## src/rtl/core/pri_pkg.sv

```systemverilog
// Shared types and codes for the pump run interlock.
package pri_pkg;

	typedef enum logic [1:0] {
		MODE_TICK  = 2'd0,
		MODE_START = 2'd1,
		MODE_ABORT = 2'd2,
		MODE_ESTOP = 2'd3
	} mode_t;

	typedef enum logic [2:0] {
		ST_OK       = 3'd0,
		ST_BUSY     = 3'd1,
		ST_BAD_DUR  = 3'd2,
		ST_TOO_SOON = 3'd3,
		ST_HOUR_QTA = 3'd4,
		ST_DAY_QTA  = 3'd5,
		ST_TANK     = 3'd6,
		ST_SOIL_WET = 3'd7
	} status_t;

	typedef enum logic [1:0] {
		EV_NONE      = 2'd0,
		EV_STARTED   = 2'd1,
		EV_COMPLETED = 2'd2,
		EV_ABORTED   = 2'd3
	} event_t;

	typedef enum logic [2:0] {
		REG_MAX_RUN   = 3'd0,
		REG_MIN_GAP   = 3'd1,
		REG_HOUR_QTA  = 3'd2,
		REG_DAY_QTA   = 3'd3,
		REG_WET_THR   = 3'd4,
		REG_DRIVE_POL = 3'd5
	} reg_idx_t;

	localparam int unsigned CFG_DATA_W = 27;

	typedef struct packed {
		logic [19:0] max_run_ms;
		logic [26:0] min_gap_ms;
		logic [21:0] hour_quota_ms;
		logic [26:0] day_quota_ms;
		logic [9:0]  wet_threshold;
		logic        drive_active_high;
	} cfg_t;

	typedef struct packed {
		logic [1:0]  mode;
		logic [19:0] run_ms;
		logic        tank_empty;
		logic        soil_ok;
		logic [9:0]  soil_level;
	} item_t;

	typedef struct packed {
		logic [2:0]  status;
		logic        pin_level;
		logic        is_running;
		logic [1:0]  event_kind;
		logic [19:0] event_ms;
	} result_t;

endpackage

```

## src/rtl/core/pump_run_interlock_core.sv

```systemverilog
// Top level of the pump run interlock: input register, interlock update, result register.
//
// Pump safety interlock. Every request is a 1 ms tick, a start, an abort or an
// emergency stop, and every request produces exactly one result. A new request
// is taken every clock cycle unless a stalled result register holds the flow.
// Each request is held in the input register, and the whole update of the
// interlock state happens while it is there, on its way into the result
// register, which drives the outputs. Flow is held only by a stalled result
// register: in_stall rises when the input register is full and the result
// register holds a result that the consumer is stalling. A start request first
// rolls the hour and day windows, then is checked in order: busy, duration, gap
// since the last stop, hourly quota, daily quota, empty reservoir, wet soil. A
// passing start turns the pump on and arms a stop timer that counts ticks; when
// it expires, or an abort arrives while the pump runs, the run time is charged
// to both quotas. An emergency stop only drops the pump output; the timer keeps
// counting and still charges the run, and starts are refused as busy until it
// does. Configuration is written through wr_en/wr_index/wr_data, and the user
// must do so only while the block is idle; the block does not enforce this.
// Indexes 0..5 select max_run_ms, min_gap_ms, hour_quota_ms, day_quota_ms,
// wet_threshold and drive_active_high, others are ignored.
module pump_run_interlock_core #(
	parameter int unsigned HOUR_WINDOW_MS = 3600000,
	parameter int unsigned DAY_WINDOW_MS  = 86400000
) (
	input  logic                            clk,
	input  logic                            arst_n,
	// configuration write port
	input  logic                            wr_en,
	input  logic [2:0]                      wr_index,
	input  logic [pri_pkg::CFG_DATA_W-1:0] wr_data,
	// request channel
	input  logic                            in_valid,
	output logic                            in_stall,
	input  logic [1:0]                      mode,
	input  logic [19:0]                     run_ms,
	input  logic                            tank_empty,
	input  logic                            soil_ok,
	input  logic [9:0]                      soil_level,
	// result channel
	output logic                            out_valid,
	input  logic                            out_stall,
	output logic [2:0]                      status,
	output logic                            pin_level,
	output logic                            is_running,
	output logic [1:0]                      event_kind,
	output logic [19:0]                     event_ms
);

	pri_pkg::cfg_t    cfg;
	pri_pkg::item_t   item_s1;
	pri_pkg::result_t res_d;
	pri_pkg::result_t res_q;
	logic             valid_s1;
	logic             out_valid_q;
	logic             in_take;
	logic             advance;

	// the stage moves forward whenever the result register is empty or being drained
	assign advance  = valid_s1 && (!out_valid_q || !out_stall);
	assign in_stall = valid_s1 && !advance;
	assign in_take  = in_valid && !in_stall;

	pri_cfg u_cfg (
		.clk      (clk),
		.arst_n   (arst_n),
		.wr_en    (wr_en),
		.wr_index (wr_index),
		.wr_data  (wr_data),
		.cfg      (cfg)
	);

	// input register
	always_ff @(posedge clk or negedge arst_n) begin
		if (!arst_n) begin
			valid_s1 <= 1'b0;
		end else if (in_take) begin
			valid_s1 <= 1'b1;
		end else if (advance) begin
			valid_s1 <= 1'b0;
		end
	end

	always_ff @(posedge clk) begin
		if (in_take) begin
			item_s1.mode       <= mode;
			item_s1.run_ms     <= run_ms;
			item_s1.tank_empty <= tank_empty;
			item_s1.soil_ok    <= soil_ok;
			item_s1.soil_level <= soil_level;
		end
	end

	// interlock state update; commits only when the request moves on
	pri_step #(
		.HOUR_WINDOW_MS (HOUR_WINDOW_MS),
		.DAY_WINDOW_MS  (DAY_WINDOW_MS)
	) u_step (
		.clk    (clk),
		.arst_n (arst_n),
		.fire   (advance),
		.item   (item_s1),
		.cfg    (cfg),
		.result (res_d)
	);

	// result register
	always_ff @(posedge clk or negedge arst_n) begin
		if (!arst_n) begin
			out_valid_q <= 1'b0;
		end else if (advance) begin
			out_valid_q <= 1'b1;
		end else if (!out_stall) begin
			out_valid_q <= 1'b0;
		end
	end

	always_ff @(posedge clk) begin
		if (advance) begin
			res_q <= res_d;
		end
	end

	assign out_valid  = out_valid_q;
	assign status     = res_q.status;
	assign pin_level  = res_q.pin_level;
	assign is_running = res_q.is_running;
	assign event_kind = res_q.event_kind;
	assign event_ms   = res_q.event_ms;

endmodule

```

## src/rtl/core/pri_cfg.sv

```systemverilog
// Configuration register bank of the pump run interlock.
module pri_cfg (
	input  logic                            clk,
	input  logic                            arst_n,
	input  logic                            wr_en,
	input  logic [2:0]                      wr_index,
	input  logic [pri_pkg::CFG_DATA_W-1:0] wr_data,
	output pri_pkg::cfg_t                   cfg
);

	pri_pkg::cfg_t cfg_q;

	always_ff @(posedge clk or negedge arst_n) begin
		if (!arst_n) begin
			cfg_q.max_run_ms        <= 20'd60000;
			cfg_q.min_gap_ms        <= 27'd300000;
			cfg_q.hour_quota_ms     <= 22'd300000;
			cfg_q.day_quota_ms      <= 27'd1200000;
			cfg_q.wet_threshold     <= 10'd700;
			cfg_q.drive_active_high <= 1'b1;
		end else if (wr_en) begin
			case (pri_pkg::reg_idx_t'(wr_index))
				pri_pkg::REG_MAX_RUN:   cfg_q.max_run_ms        <= wr_data[19:0];
				pri_pkg::REG_MIN_GAP:   cfg_q.min_gap_ms        <= wr_data[26:0];
				pri_pkg::REG_HOUR_QTA:  cfg_q.hour_quota_ms     <= wr_data[21:0];
				pri_pkg::REG_DAY_QTA:   cfg_q.day_quota_ms      <= wr_data[26:0];
				pri_pkg::REG_WET_THR:   cfg_q.wet_threshold     <= wr_data[9:0];
				pri_pkg::REG_DRIVE_POL: cfg_q.drive_active_high <= wr_data[0];
				default: ;
			endcase
		end
	end

	assign cfg = cfg_q;

endmodule

```

## src/rtl/core/pri_step.sv

```systemverilog
// Interlock state and the per-request update: checks, run timer, quota accounting.
module pri_step #(
	parameter int unsigned HOUR_WINDOW_MS = 3600000,
	parameter int unsigned DAY_WINDOW_MS  = 86400000
) (
	input  logic             clk,
	input  logic             arst_n,
	input  logic             fire,
	input  pri_pkg::item_t   item,
	input  pri_pkg::cfg_t    cfg,
	output pri_pkg::result_t result
);

	localparam logic [21:0] HourWin = 22'(HOUR_WINDOW_MS);
	localparam logic [26:0] DayWin  = 27'(DAY_WINDOW_MS);

	logic        pump_on_q, stop_armed_q, ever_stopped_q;
	logic [19:0] elapsed_ms_q, target_ms_q;
	logic [26:0] since_stop_ms_q, day_age_ms_q;
	logic [21:0] hour_age_ms_q;
	logic [31:0] hour_used_ms_q, day_used_ms_q;

	logic        pump_on_d, stop_armed_d, ever_stopped_d;
	logic [19:0] elapsed_ms_d, target_ms_d;
	logic [26:0] since_stop_ms_d, day_age_ms_d;
	logic [21:0] hour_age_ms_d;
	logic [31:0] hour_used_ms_d, day_used_ms_d;

	logic        finish;
	logic [19:0] fin_ms;
	logic [19:0] el_inc;
	logic [21:0] ha_roll;
	logic [26:0] da_roll;
	logic [31:0] hu_roll, du_roll;
	logic [32:0] hour_need, day_need, hu_sum, du_sum;
	pri_pkg::status_t st;

	// window roll as seen by a start request
	always_comb begin
		ha_roll = hour_age_ms_q;
		hu_roll = hour_used_ms_q;
		da_roll = day_age_ms_q;
		du_roll = day_used_ms_q;
		if (hour_age_ms_q > HourWin) begin
			ha_roll = '0;
			hu_roll = '0;
		end
		if (day_age_ms_q > DayWin) begin
			da_roll = '0;
			du_roll = '0;
		end
		hour_need = {1'b0, hu_roll} + {13'd0, item.run_ms};
		day_need  = {1'b0, du_roll} + {13'd0, item.run_ms};
	end

	// start checks in priority order
	always_comb begin
		if (stop_armed_q)
			st = pri_pkg::ST_BUSY;
		else if (item.run_ms == '0 || item.run_ms > cfg.max_run_ms)
			st = pri_pkg::ST_BAD_DUR;
		else if (ever_stopped_q && since_stop_ms_q < cfg.min_gap_ms)
			st = pri_pkg::ST_TOO_SOON;
		else if (hour_need > {11'd0, cfg.hour_quota_ms})
			st = pri_pkg::ST_HOUR_QTA;
		else if (day_need > {6'd0, cfg.day_quota_ms})
			st = pri_pkg::ST_DAY_QTA;
		else if (item.tank_empty)
			st = pri_pkg::ST_TANK;
		else if (item.soil_ok && item.soil_level >= cfg.wet_threshold)
			st = pri_pkg::ST_SOIL_WET;
		else
			st = pri_pkg::ST_OK;
	end

	assign el_inc = (&elapsed_ms_q) ? elapsed_ms_q : elapsed_ms_q + 20'd1;

	always_comb begin
		pump_on_d       = pump_on_q;
		stop_armed_d    = stop_armed_q;
		ever_stopped_d  = ever_stopped_q;
		elapsed_ms_d    = elapsed_ms_q;
		target_ms_d     = target_ms_q;
		since_stop_ms_d = since_stop_ms_q;
		hour_age_ms_d   = hour_age_ms_q;
		day_age_ms_d    = day_age_ms_q;
		hour_used_ms_d  = hour_used_ms_q;
		day_used_ms_d   = day_used_ms_q;
		finish          = 1'b0;
		fin_ms          = elapsed_ms_q;
		result.status     = pri_pkg::ST_OK;
		result.event_kind = pri_pkg::EV_NONE;
		result.event_ms   = '0;

		case (pri_pkg::mode_t'(item.mode))
			pri_pkg::MODE_TICK: begin
				since_stop_ms_d = (&since_stop_ms_q) ? since_stop_ms_q : since_stop_ms_q + 27'd1;
				hour_age_ms_d   = (&hour_age_ms_q) ? hour_age_ms_q : hour_age_ms_q + 22'd1;
				day_age_ms_d    = (&day_age_ms_q) ? day_age_ms_q : day_age_ms_q + 27'd1;
				if (stop_armed_q) begin
					elapsed_ms_d = el_inc;
					if (el_inc >= target_ms_q) begin
						finish            = 1'b1;
						fin_ms            = el_inc;
						result.event_kind = pri_pkg::EV_COMPLETED;
						result.event_ms   = el_inc;
					end
				end
			end
			pri_pkg::MODE_START: begin
				hour_age_ms_d  = ha_roll;
				hour_used_ms_d = hu_roll;
				day_age_ms_d   = da_roll;
				day_used_ms_d  = du_roll;
				result.status  = st;
				if (st == pri_pkg::ST_OK) begin
					pump_on_d         = 1'b1;
					stop_armed_d      = 1'b1;
					elapsed_ms_d      = '0;
					target_ms_d       = item.run_ms;
					result.event_kind = pri_pkg::EV_STARTED;
					result.event_ms   = item.run_ms;
				end
			end
			pri_pkg::MODE_ABORT: begin
				if (pump_on_q) begin
					finish            = 1'b1;
					result.event_kind = pri_pkg::EV_ABORTED;
					result.event_ms   = elapsed_ms_q;
				end
			end
			default: begin
				pump_on_d = 1'b0;
			end
		endcase

		// run accounting into both quota windows, saturating
		hu_sum = {1'b0, hour_used_ms_q} + {13'd0, fin_ms};
		du_sum = {1'b0, day_used_ms_q} + {13'd0, fin_ms};
		if (finish) begin
			pump_on_d       = 1'b0;
			stop_armed_d    = 1'b0;
			ever_stopped_d  = 1'b1;
			since_stop_ms_d = '0;
			hour_used_ms_d  = hu_sum[32] ? '1 : hu_sum[31:0];
			day_used_ms_d   = du_sum[32] ? '1 : du_sum[31:0];
		end

		result.is_running = pump_on_d;
		result.pin_level  = cfg.drive_active_high ? pump_on_d : ~pump_on_d;
	end

	always_ff @(posedge clk or negedge arst_n) begin
		if (!arst_n) begin
			pump_on_q       <= 1'b0;
			stop_armed_q    <= 1'b0;
			ever_stopped_q  <= 1'b0;
			elapsed_ms_q    <= '0;
			target_ms_q     <= '0;
			since_stop_ms_q <= '0;
			hour_age_ms_q   <= '0;
			day_age_ms_q    <= '0;
			hour_used_ms_q  <= '0;
			day_used_ms_q   <= '0;
		end else if (fire) begin
			pump_on_q       <= pump_on_d;
			stop_armed_q    <= stop_armed_d;
			ever_stopped_q  <= ever_stopped_d;
			elapsed_ms_q    <= elapsed_ms_d;
			target_ms_q     <= target_ms_d;
			since_stop_ms_q <= since_stop_ms_d;
			hour_age_ms_q   <= hour_age_ms_d;
			day_age_ms_q    <= day_age_ms_d;
			hour_used_ms_q  <= hour_used_ms_d;
			day_used_ms_q   <= day_used_ms_d;
		end
	end

endmodule

```

## config.mk

```make
export PLATFORM = sky130hd
export DESIGN_NAME = pump_run_interlock_core
export DESIGN_NICKNAME = d
export VERILOG_FILES = /design/src/rtl/core/pri_pkg.sv /design/src/rtl/core/pump_run_interlock_core.sv /design/src/rtl/core/pri_cfg.sv /design/src/rtl/core/pri_step.sv
export SDC_FILE = /design/constraint.sdc
export NUM_CORES = 1
export LEC_CHECK = 0
export BUFFER_PORTS_ARGS = -buffer_cell sky130_fd_sc_hd__buf_2
export CORE_AREA = 4 4 177 264
export DETAILED_ROUTE_END_ITERATION = 8
export DIE_AREA = 0 0 181 268
export PLACE_DENSITY = 0.78
export SYNTH_ARGS = -nofsm -noshare
export SYNTH_HDL_FRONTEND = slang
export SYNTH_SLANG_ARGS = --single-unit
```

## constraint.sdc

```tcl
create_clock -name clk -period 14.6 [get_ports clk]
set_input_delay 2.92 -clock clk [delete_from_list [all_inputs] [get_ports clk]]
set_output_delay 2.92 -clock clk [all_outputs]
set_load 0.05 [all_outputs]
```

==> results.md, run 1 <==
- Leakage power: 12.1 nW
- Placed Cells: between 3000 and 4000
- Worst-case clock buffer depth: 3
- HPWL Detailed: 54600 um
- CTS clock-pin slew for the worst setup and hold paths: around 0.060 ns
- Max rail drop VDD: 0.0821 mV
- Slew headroom: 0.114
- Initial antenna violation count: 1
- Syn Inst Count: 2732
- CP max FO: 26
- Non-Filler Instances: 3394
- Register area share after synthesis: 0.380
- Fmax: 116 MHz
- Routed wl met2: 36300 um
- Detail-routed net length per standard cell: 21.1 um
- Post-CTS Setup Inserts: 0
- Final WL: 71700 um
- Share of cells above drive strength 1: 0.105
- Total Routing Usage GR: 0.293
- I/O pins: 98
- Yosys reg bits: roughly 350
- ANT nets after route: 0
- Final setup viols: 0
- CTS H-tree depth: 2
- Count leader, synth: nand2_1
- Drt pass-1 iters: 6
- Met3 WL: 3860 um
- Die height: 268 um
- Largest net degree at the start of global routing: between 80 and 90
- Drt drc: 0
- Largest area contributor in the netlist: dfrtp_1
- Total gr overflow: 0
- Reg2reg path depth: 28
- Arrival time at the worst endpoint: a little over 9 ns
- Worst skew pair latency: 0.55 ns
- Status: finished, final reports clean
- Yosys top cell area share: 0.263
- CTS tree: yes
- Cells on Worst Hold Path: 1
- Die area: 48500 um^2
- PostCTS Resize Cnt: 0
- Top sig layer: met5
- Unrepaired setup endpoints after global routing: no
- Startpoint Class: register
- TritonCTS Buffers: 38
- Syn Nets: 3016
- Total power: 4.19 mW
- First-pass GRT wire length: 115000 um
- Setup crit end kind: register
- Initial Util: 0.543
- Vias in the first global route: 21725
- Post-CTS Hold Buffers: 0
- Worst r2r src: u_step.elapsed_ms_q[3]
- Number of synthesized flops with an enable pin: 61
- Final Hold Vio Count: 0
- Crit path kind: register to register
- Mean post-synth cell area: around 8.9 um^2
- RR Endpoint: u_step.day_used_ms_q[20]
- Number of max-cap violations: 0
- Async SR Flop Fraction: 0.827
- Hold_sp: u_step.ever_stopped_q
- CTS Sinks: 353
- Least-Margin Pin Slew: around 1.3 ns
- Required @ worst endpoint: 15.02 ns
- R2R Setup Slk: between 5 and 6 ns
- Vias: roughly 21000
- Core box area: 44600 um^2
- Mapped Area: 24200 um^2
- Area grow syn2layout: 9.60%
- YS warnings: 0
- Ranking of synthesized cells by area: dfrtp_1 26%, ha_1 11%, edfxtp_1 7.6%
- CP max stage cell: nor4_2
- Total negative setup slack: 0 ns
- Port Buffers: 97
- Root Driver: clkbuf_16
- Placer Congestion: 1.00
- Synth cell types: 90
- Rows: 95
- Slowest Stage Delay on Critical Path: between 0.8 and 0.9 ns
- Vias/cell: 6.25
- Hold EP: u_step.ever_stopped_q
- Crit-path most repeated cell: nand2_1
- Synth top cells by count: 291 x nand2_1, 254 x dfrtp_1, 243 x o21ai_0
- Die width: approximately 180 um
- PD cells: 158 nW/um^2
- Hold Crit Class: register to register
- Ys flop type: dfrtp_1
- ANT cells: 0
- Post-Route Skew: about 0.026 ns
- Crit path time final: slightly below 9 ns
- Iter 0 DRT Violations: 1764
- DRT met1 WL: 26600 um
- Slew Viols, Final: 0
- Final nets: ~3100
- Final worst path period share: 0.593
## per-layer routing
metal	GRT usage	up-vias
met1	0.331	10255
met5	0	-
met3	0.0387	252
met2	0.531	776
li1	-	9922
met4	0.170	2
## how the worst max path moves through the flow
stage	startpoint	to
after floorplan	u_step.elapsed_ms_q[5]	u_step.day_used_ms_q[26]
after global placement	u_step.elapsed_ms_q[3]	u_step.day_used_ms_q[26]
after detailed placement	u_step.elapsed_ms_q[3]	u_step.day_used_ms_q[20]
after CTS	u_step.elapsed_ms_q[3]	u_step.day_used_ms_q[20]
after global routing	u_step.elapsed_ms_q[3]	u_step.day_used_ms_q[20]
final	u_step.elapsed_ms_q[3]	u_step.day_used_ms_q[20]
## sequential cells by signal (all words and copies together), names as in the netlist
signal / count
event_kind: 2
status: 3
is_running: 1
u_step.elapsed_ms_q: 20
u_step.target_ms_q: 20
valid_s1: 1
u_step.day_used_ms_q: 32
u_step.since_stop_ms_q: 27
pin_level: 1
u_step.day_age_ms_q: 27
u_cfg.cfg: 107
event_ms: 20
item_s1: 34
u_step.stop_armed_q: 1
u_step.hour_age_ms_q: 22
u_step.hour_used_ms_q: 32
u_step.pump_on_q: 1
out_valid: 1
u_step.ever_stopped_q: 1
## through the flow
stage / worst slack (ns) / hold WS (ns) / util / cell area, um^2
2_1_floorplan: 7.86 / 0.439 / - / 24200
3_3_place_gp: 6.40 / 0.456 / 0.566 / 25200
3_5_place_dp: 6.11 / 0.456 / 0.566 / 25200
4_1_cts: 6.05 / 0.474 / 0.595 / 26500
5_1_grt: 5.44 / 0.492 / 0.595 / 26500
6_report: 5.94 / 0.470 / 0.595 / 26500
## worst max-delay path, delay by kind of cell (launching register included)
kind	cells	cell delay, ns
simple gates	12	3.41
compound gates	10	3.00
fa+ha+maj	3	0.95
flops	1	0.50
xor+xnor	2	0.35
buf+inv	1	0.31
## kinds of logic (layout without fill, tap and decap cells)
| family | Yosys count | count (layout) | share of synthesized area |
|---|---|---|---|
| xor+xnor | 132 | 132 | 0.0478 |
| fa+ha+maj | 215 | 215 | 0.112 |
| buf+inv | 317 | 397 | 0.0506 |
| flops | 353 | 353 | 0.380 |
| compound gates | 749 | 749 | 0.196 |
| mux | 63 | 63 | 0.0280 |
| simple gates | 903 | 903 | 0.185 |
## area by class of cell
type	count	area, um^2
Sequential cell	353	9190
Multi-Input combinational cell	2062	13800
Timing Repair Buffer	124	698
Fill cell	3892	18100
Clock inverter	18	241
Tap cell	582	728
Clock buffer	51	1060
Inverter	204	766
## placed cells by master, fill, tap and decap left out, drive strengths merged, types with 51 or more instances in the layout
cell	instances
nand2	291
o21ai	252
buf	124
nand3	81
nor2	171
inv	206
xnor2	79
dfrtp	254
edfxtp	61
nor3	54
ha	211
clkbuf	51
a21o	68
xor2	53
a21oi	162
## report_power, final
| group | switching (mW) | internal (mW) | leakage, nW |
|---|---|---|---|
| Clock | 0.422 | 0.604 | 0.620 |
| Combinational | 1.09 | 0.761 | 7.39 |
| Sequential | 0.141 | 1.18 | 4.12 |
No activity file was read; power rests on OpenSTA's default activity.
==> run 2, diff against run 1 <==
--- a/config.mk
+++ b/config.mk
@@ -5,11 +5,12 @@
 export SDC_FILE = /design/constraint.sdc
 export NUM_CORES = 1
 export LEC_CHECK = 0
+export ABC_AREA = 1
 export BUFFER_PORTS_ARGS = -buffer_cell sky130_fd_sc_hd__buf_2
-export CORE_AREA = 4 4 177 264
+export CORE_AREA = 4 4 180 269
 export DETAILED_ROUTE_END_ITERATION = 8
-export DIE_AREA = 0 0 181 268
-export PLACE_DENSITY = 0.78
+export DIE_AREA = 0 0 184 273
+export PLACE_DENSITY = 0.8
 export SYNTH_ARGS = -nofsm -noshare
 export SYNTH_HDL_FRONTEND = slang
 export SYNTH_SLANG_ARGS = --single-unit
==> constraint.sdc (replaced) <==
create_clock -name clk -period 7.7 [get_ports clk]
set_input_delay 1.54 -clock clk [delete_from_list [all_inputs] [get_ports clk]]
set_output_delay 1.54 -clock clk [all_outputs]
set_load 0.05 [all_outputs]
==> results.md, run 2 <==
- Status: finished, final reports clean
- Startpoint Class: register
- Synth cell types: 61
- Reg2reg path depth: 39
- PD cells: approximately 300 nW/um^2
- CP endpoint: u_step.hour_used_ms_q[26]
- Final Hold Vio Count: 0
- Vias/cell: between 5 and 6
- Rows: 96
- Vias: 23038
- Final worst path period share: 0.925
- Clock share of power: 0.232
- Slew Viols, Final: 0
- Yosys reg bits: 353
- Final setup viols: 0
- Crit path time final: 7.12 ns
- Hold_sp: u_step.target_ms_q[19]
- Core box area: around 46000 um^2
- Setup crit end kind: register
- YS warnings: 0
- Largest net degree at the start of global routing: 154
- Mapped Area: between 20000 and 30000 um^2
- Net Switching: 3.46 mW
- Seq pwr share: 0.321
- Final nets: 3718
- Area grow syn2layout: 9.47%
- Syn Inst Count: 3352
- CTS Sinks: between 300 and 400
- Die height: 273 um
- CP max stage cell: o21ai_0
- Worst skew pair latency: around 0.55 ns
- Share of cells above drive strength 1: 0.0829
- ANT nets after route: 0
- Detail-routed net length per standard cell: 17.9 um
- Mean post-synth cell area: roughly 7.5 um^2
- Largest area contributor in the netlist: dfrtp_1
- Post-Route Skew: 0.0150 ns
- Max reg flops: around 110
- Switching Share: 0.425
- Crit path kind: register to register
- Crit-path most repeated cell: o21ai_0
- CTS H-tree depth: 2
- Initial Util: 0.546
- Syn Nets: approximately 3600
- Post-CTS Hold Buffers: 0
- Die width: 184 um
- Ranking of synthesized cells by area: dfrtp_1 25%, nand2_1 11%, ha_1 11%
- Least-Margin Pin Slew: between 1 and 1.5 ns
- Die area: 50200 um^2
- R2R Setup Slk: between 0.5 and 0.6 ns
- CP max FO: 29
- Final WL: ~72000 um
- Hold Crit Class: register to register
- TritonCTS Buffers: 37
- Most frequent cells in the layout: 759 x nand2_1, 476 x inv_1, 292 x o21ai_0
- RR Endpoint: u_step.hour_used_ms_q[26]
- Number of synthesized flops with an enable pin: 61
- Required @ worst endpoint: 8.15 ns
- Most common cell after layout, fill and taps aside: nand2_1
- Iter 0 DRT Violations: 1817
- ANT cells: 0
- Worst-case clock buffer depth: 3
- I/O pins: around 100
- Slew headroom: 0.205
- Leakage power: 13.2 nW
- P_int: 4.68 mW
- Drt pass-1 iters: 6
- Initial antenna violation count: 0
- Placer Congestion: approximately 1
- Total gr overflow: 0
- Synth top cells by count: 760 x nand2_1, 477 x inv_1, 293 x o21ai_0
- First-pass GRT wire length: around 120000 um
- Worst r2r src: u_step.elapsed_ms_q[0]
- CTS tree: yes
- Vias in the first global route: 22374
- Slowest Stage Delay on Critical Path: 0.49 ns
- Register area share after synthesis: 0.367
- CTS clock-pin slew for the worst setup and hold paths: 0.06 ns
- Yosys top cell area share: 0.254
- Total negative setup slack: 0 ns
- Final core utilization: 0.598
- HPWL Detailed: around 55000 um
- Fmax: 140 MHz
- Arrival time at the worst endpoint: 7.57 ns
- Async SR Flop Fraction: 0.827
- Max rail drop VDD: 0.242 mV
- Number of max-cap violations: 0
- Combinational power share: 0.447
- Unrepaired setup endpoints after global routing: no
- Drt drc: 0
- Count leader, synth: nand2_1
- Port Buffers: 97
- Ys flop type: dfrtp_1
- Root Driver: clkbuf_16
- Crit path launch: u_step.elapsed_ms_q[0]
- Total Routing Usage GR: 0.286
- Cells on Worst Hold Path: 2
run 2: cell types whose count changed after synthesis, moves of 42 or more:
cell,change
inv_1,+274
a21o_1,-60
nor2_1,+99
o21ai_0,+50
a21oi_1,+42
nand2_1,+469
nand3_1,+52
or3_1,-47
xnor2_1,-52
xor2_1,+45
run 2: final cells by class:
class,instances,area [um^2]
multi-input cells,2425,13700
clock buffers,45,996
clock inverters,23,268
well taps,588,736
flip-flops and latches,353,9190
repair buffers,130,756
inverters,487,1830
fillers,4169,18500
run 2: per-stage QoR:
step	std cells	instance area, um^2	hold WS (ns)	power (mW)	setup WS, ns
final	4051	27400	0.468	8.14	0.578
after global routing	4051	27400	0.484	8.78	0.0157
after CTS	4050	27400	0.474	8.11	0.295
after detailed placement	3982	26100	0.454	6.20	0.359
after global placement	3982	26100	0.453	6.12	0.467
after floorplan	3352	25100	0.440	5.23	1.58
run 2: worst max-delay path: cells and delay by family, from the launching register on:
| family | cells | cell delay, ns |
|---|---|---|
| DFF | 1 | 0.40 |
| buffers and inverters | 7 | 1.15 |
| and+or+nand+nor | 12 | 1.74 |
| adders and majority gates | 4 | 0.96 |
| AOI/OAI and AO/OA | 16 | 2.74 |
run 2: repair_timing:
item / CTS / global route
endpoints found under the setup margin: 0 / 59
gates resized for setup: 0 / 4
endpoints found under the hold margin: 0 / 0
buffers inserted: 0 / 1
run 2: metal layers:
| layer | GRT usage | part of all wire | up-vias |
|---|---|---|---|
| met1 | 0.333 | 0.37 | 10571 |
| met2 | 0.489 | 0.48 | 852 |
| met4 | 0.191 | 0.084 | 0 |
| met3 | 0.0393 | 0.063 | 276 |
| li1 | - | - | 11339 |
| met5 | 0 | 0 | - |
run 2: how the worst min path moves through the flow:
stage	endpoint	slack, ns
after global routing	u_step.target_ms_q[2]	0.48
after CTS	u_step.target_ms_q[5]	0.47
final	u_step.target_ms_q[19]	0.47
after global placement	u_step.target_ms_q[1]	0.45
after detailed placement	u_step.ever_stopped_q	0.45
after floorplan	u_step.ever_stopped_q	0.44
run 2: cells by family after synthesis:
group	Yosys count	synth area share
xor+xnor	125	0.0437
flops	353	0.367
compound gates	689	0.152
simple gates	1396	0.240
buf+inv	574	0.0890
fa+ha+maj	215	0.109
run 2: power by group through the flow:
stage          clock [mW]  combinational, mW  sequential (mW)
2_1_floorplan           0               2.65             2.58
3_3_place_gp            0               3.51             2.62
3_5_place_dp            0               3.57             2.63
4_1_cts              1.91               3.60             2.60
5_1_grt              1.99               4.15             2.65
6_report             1.89               3.64             2.61
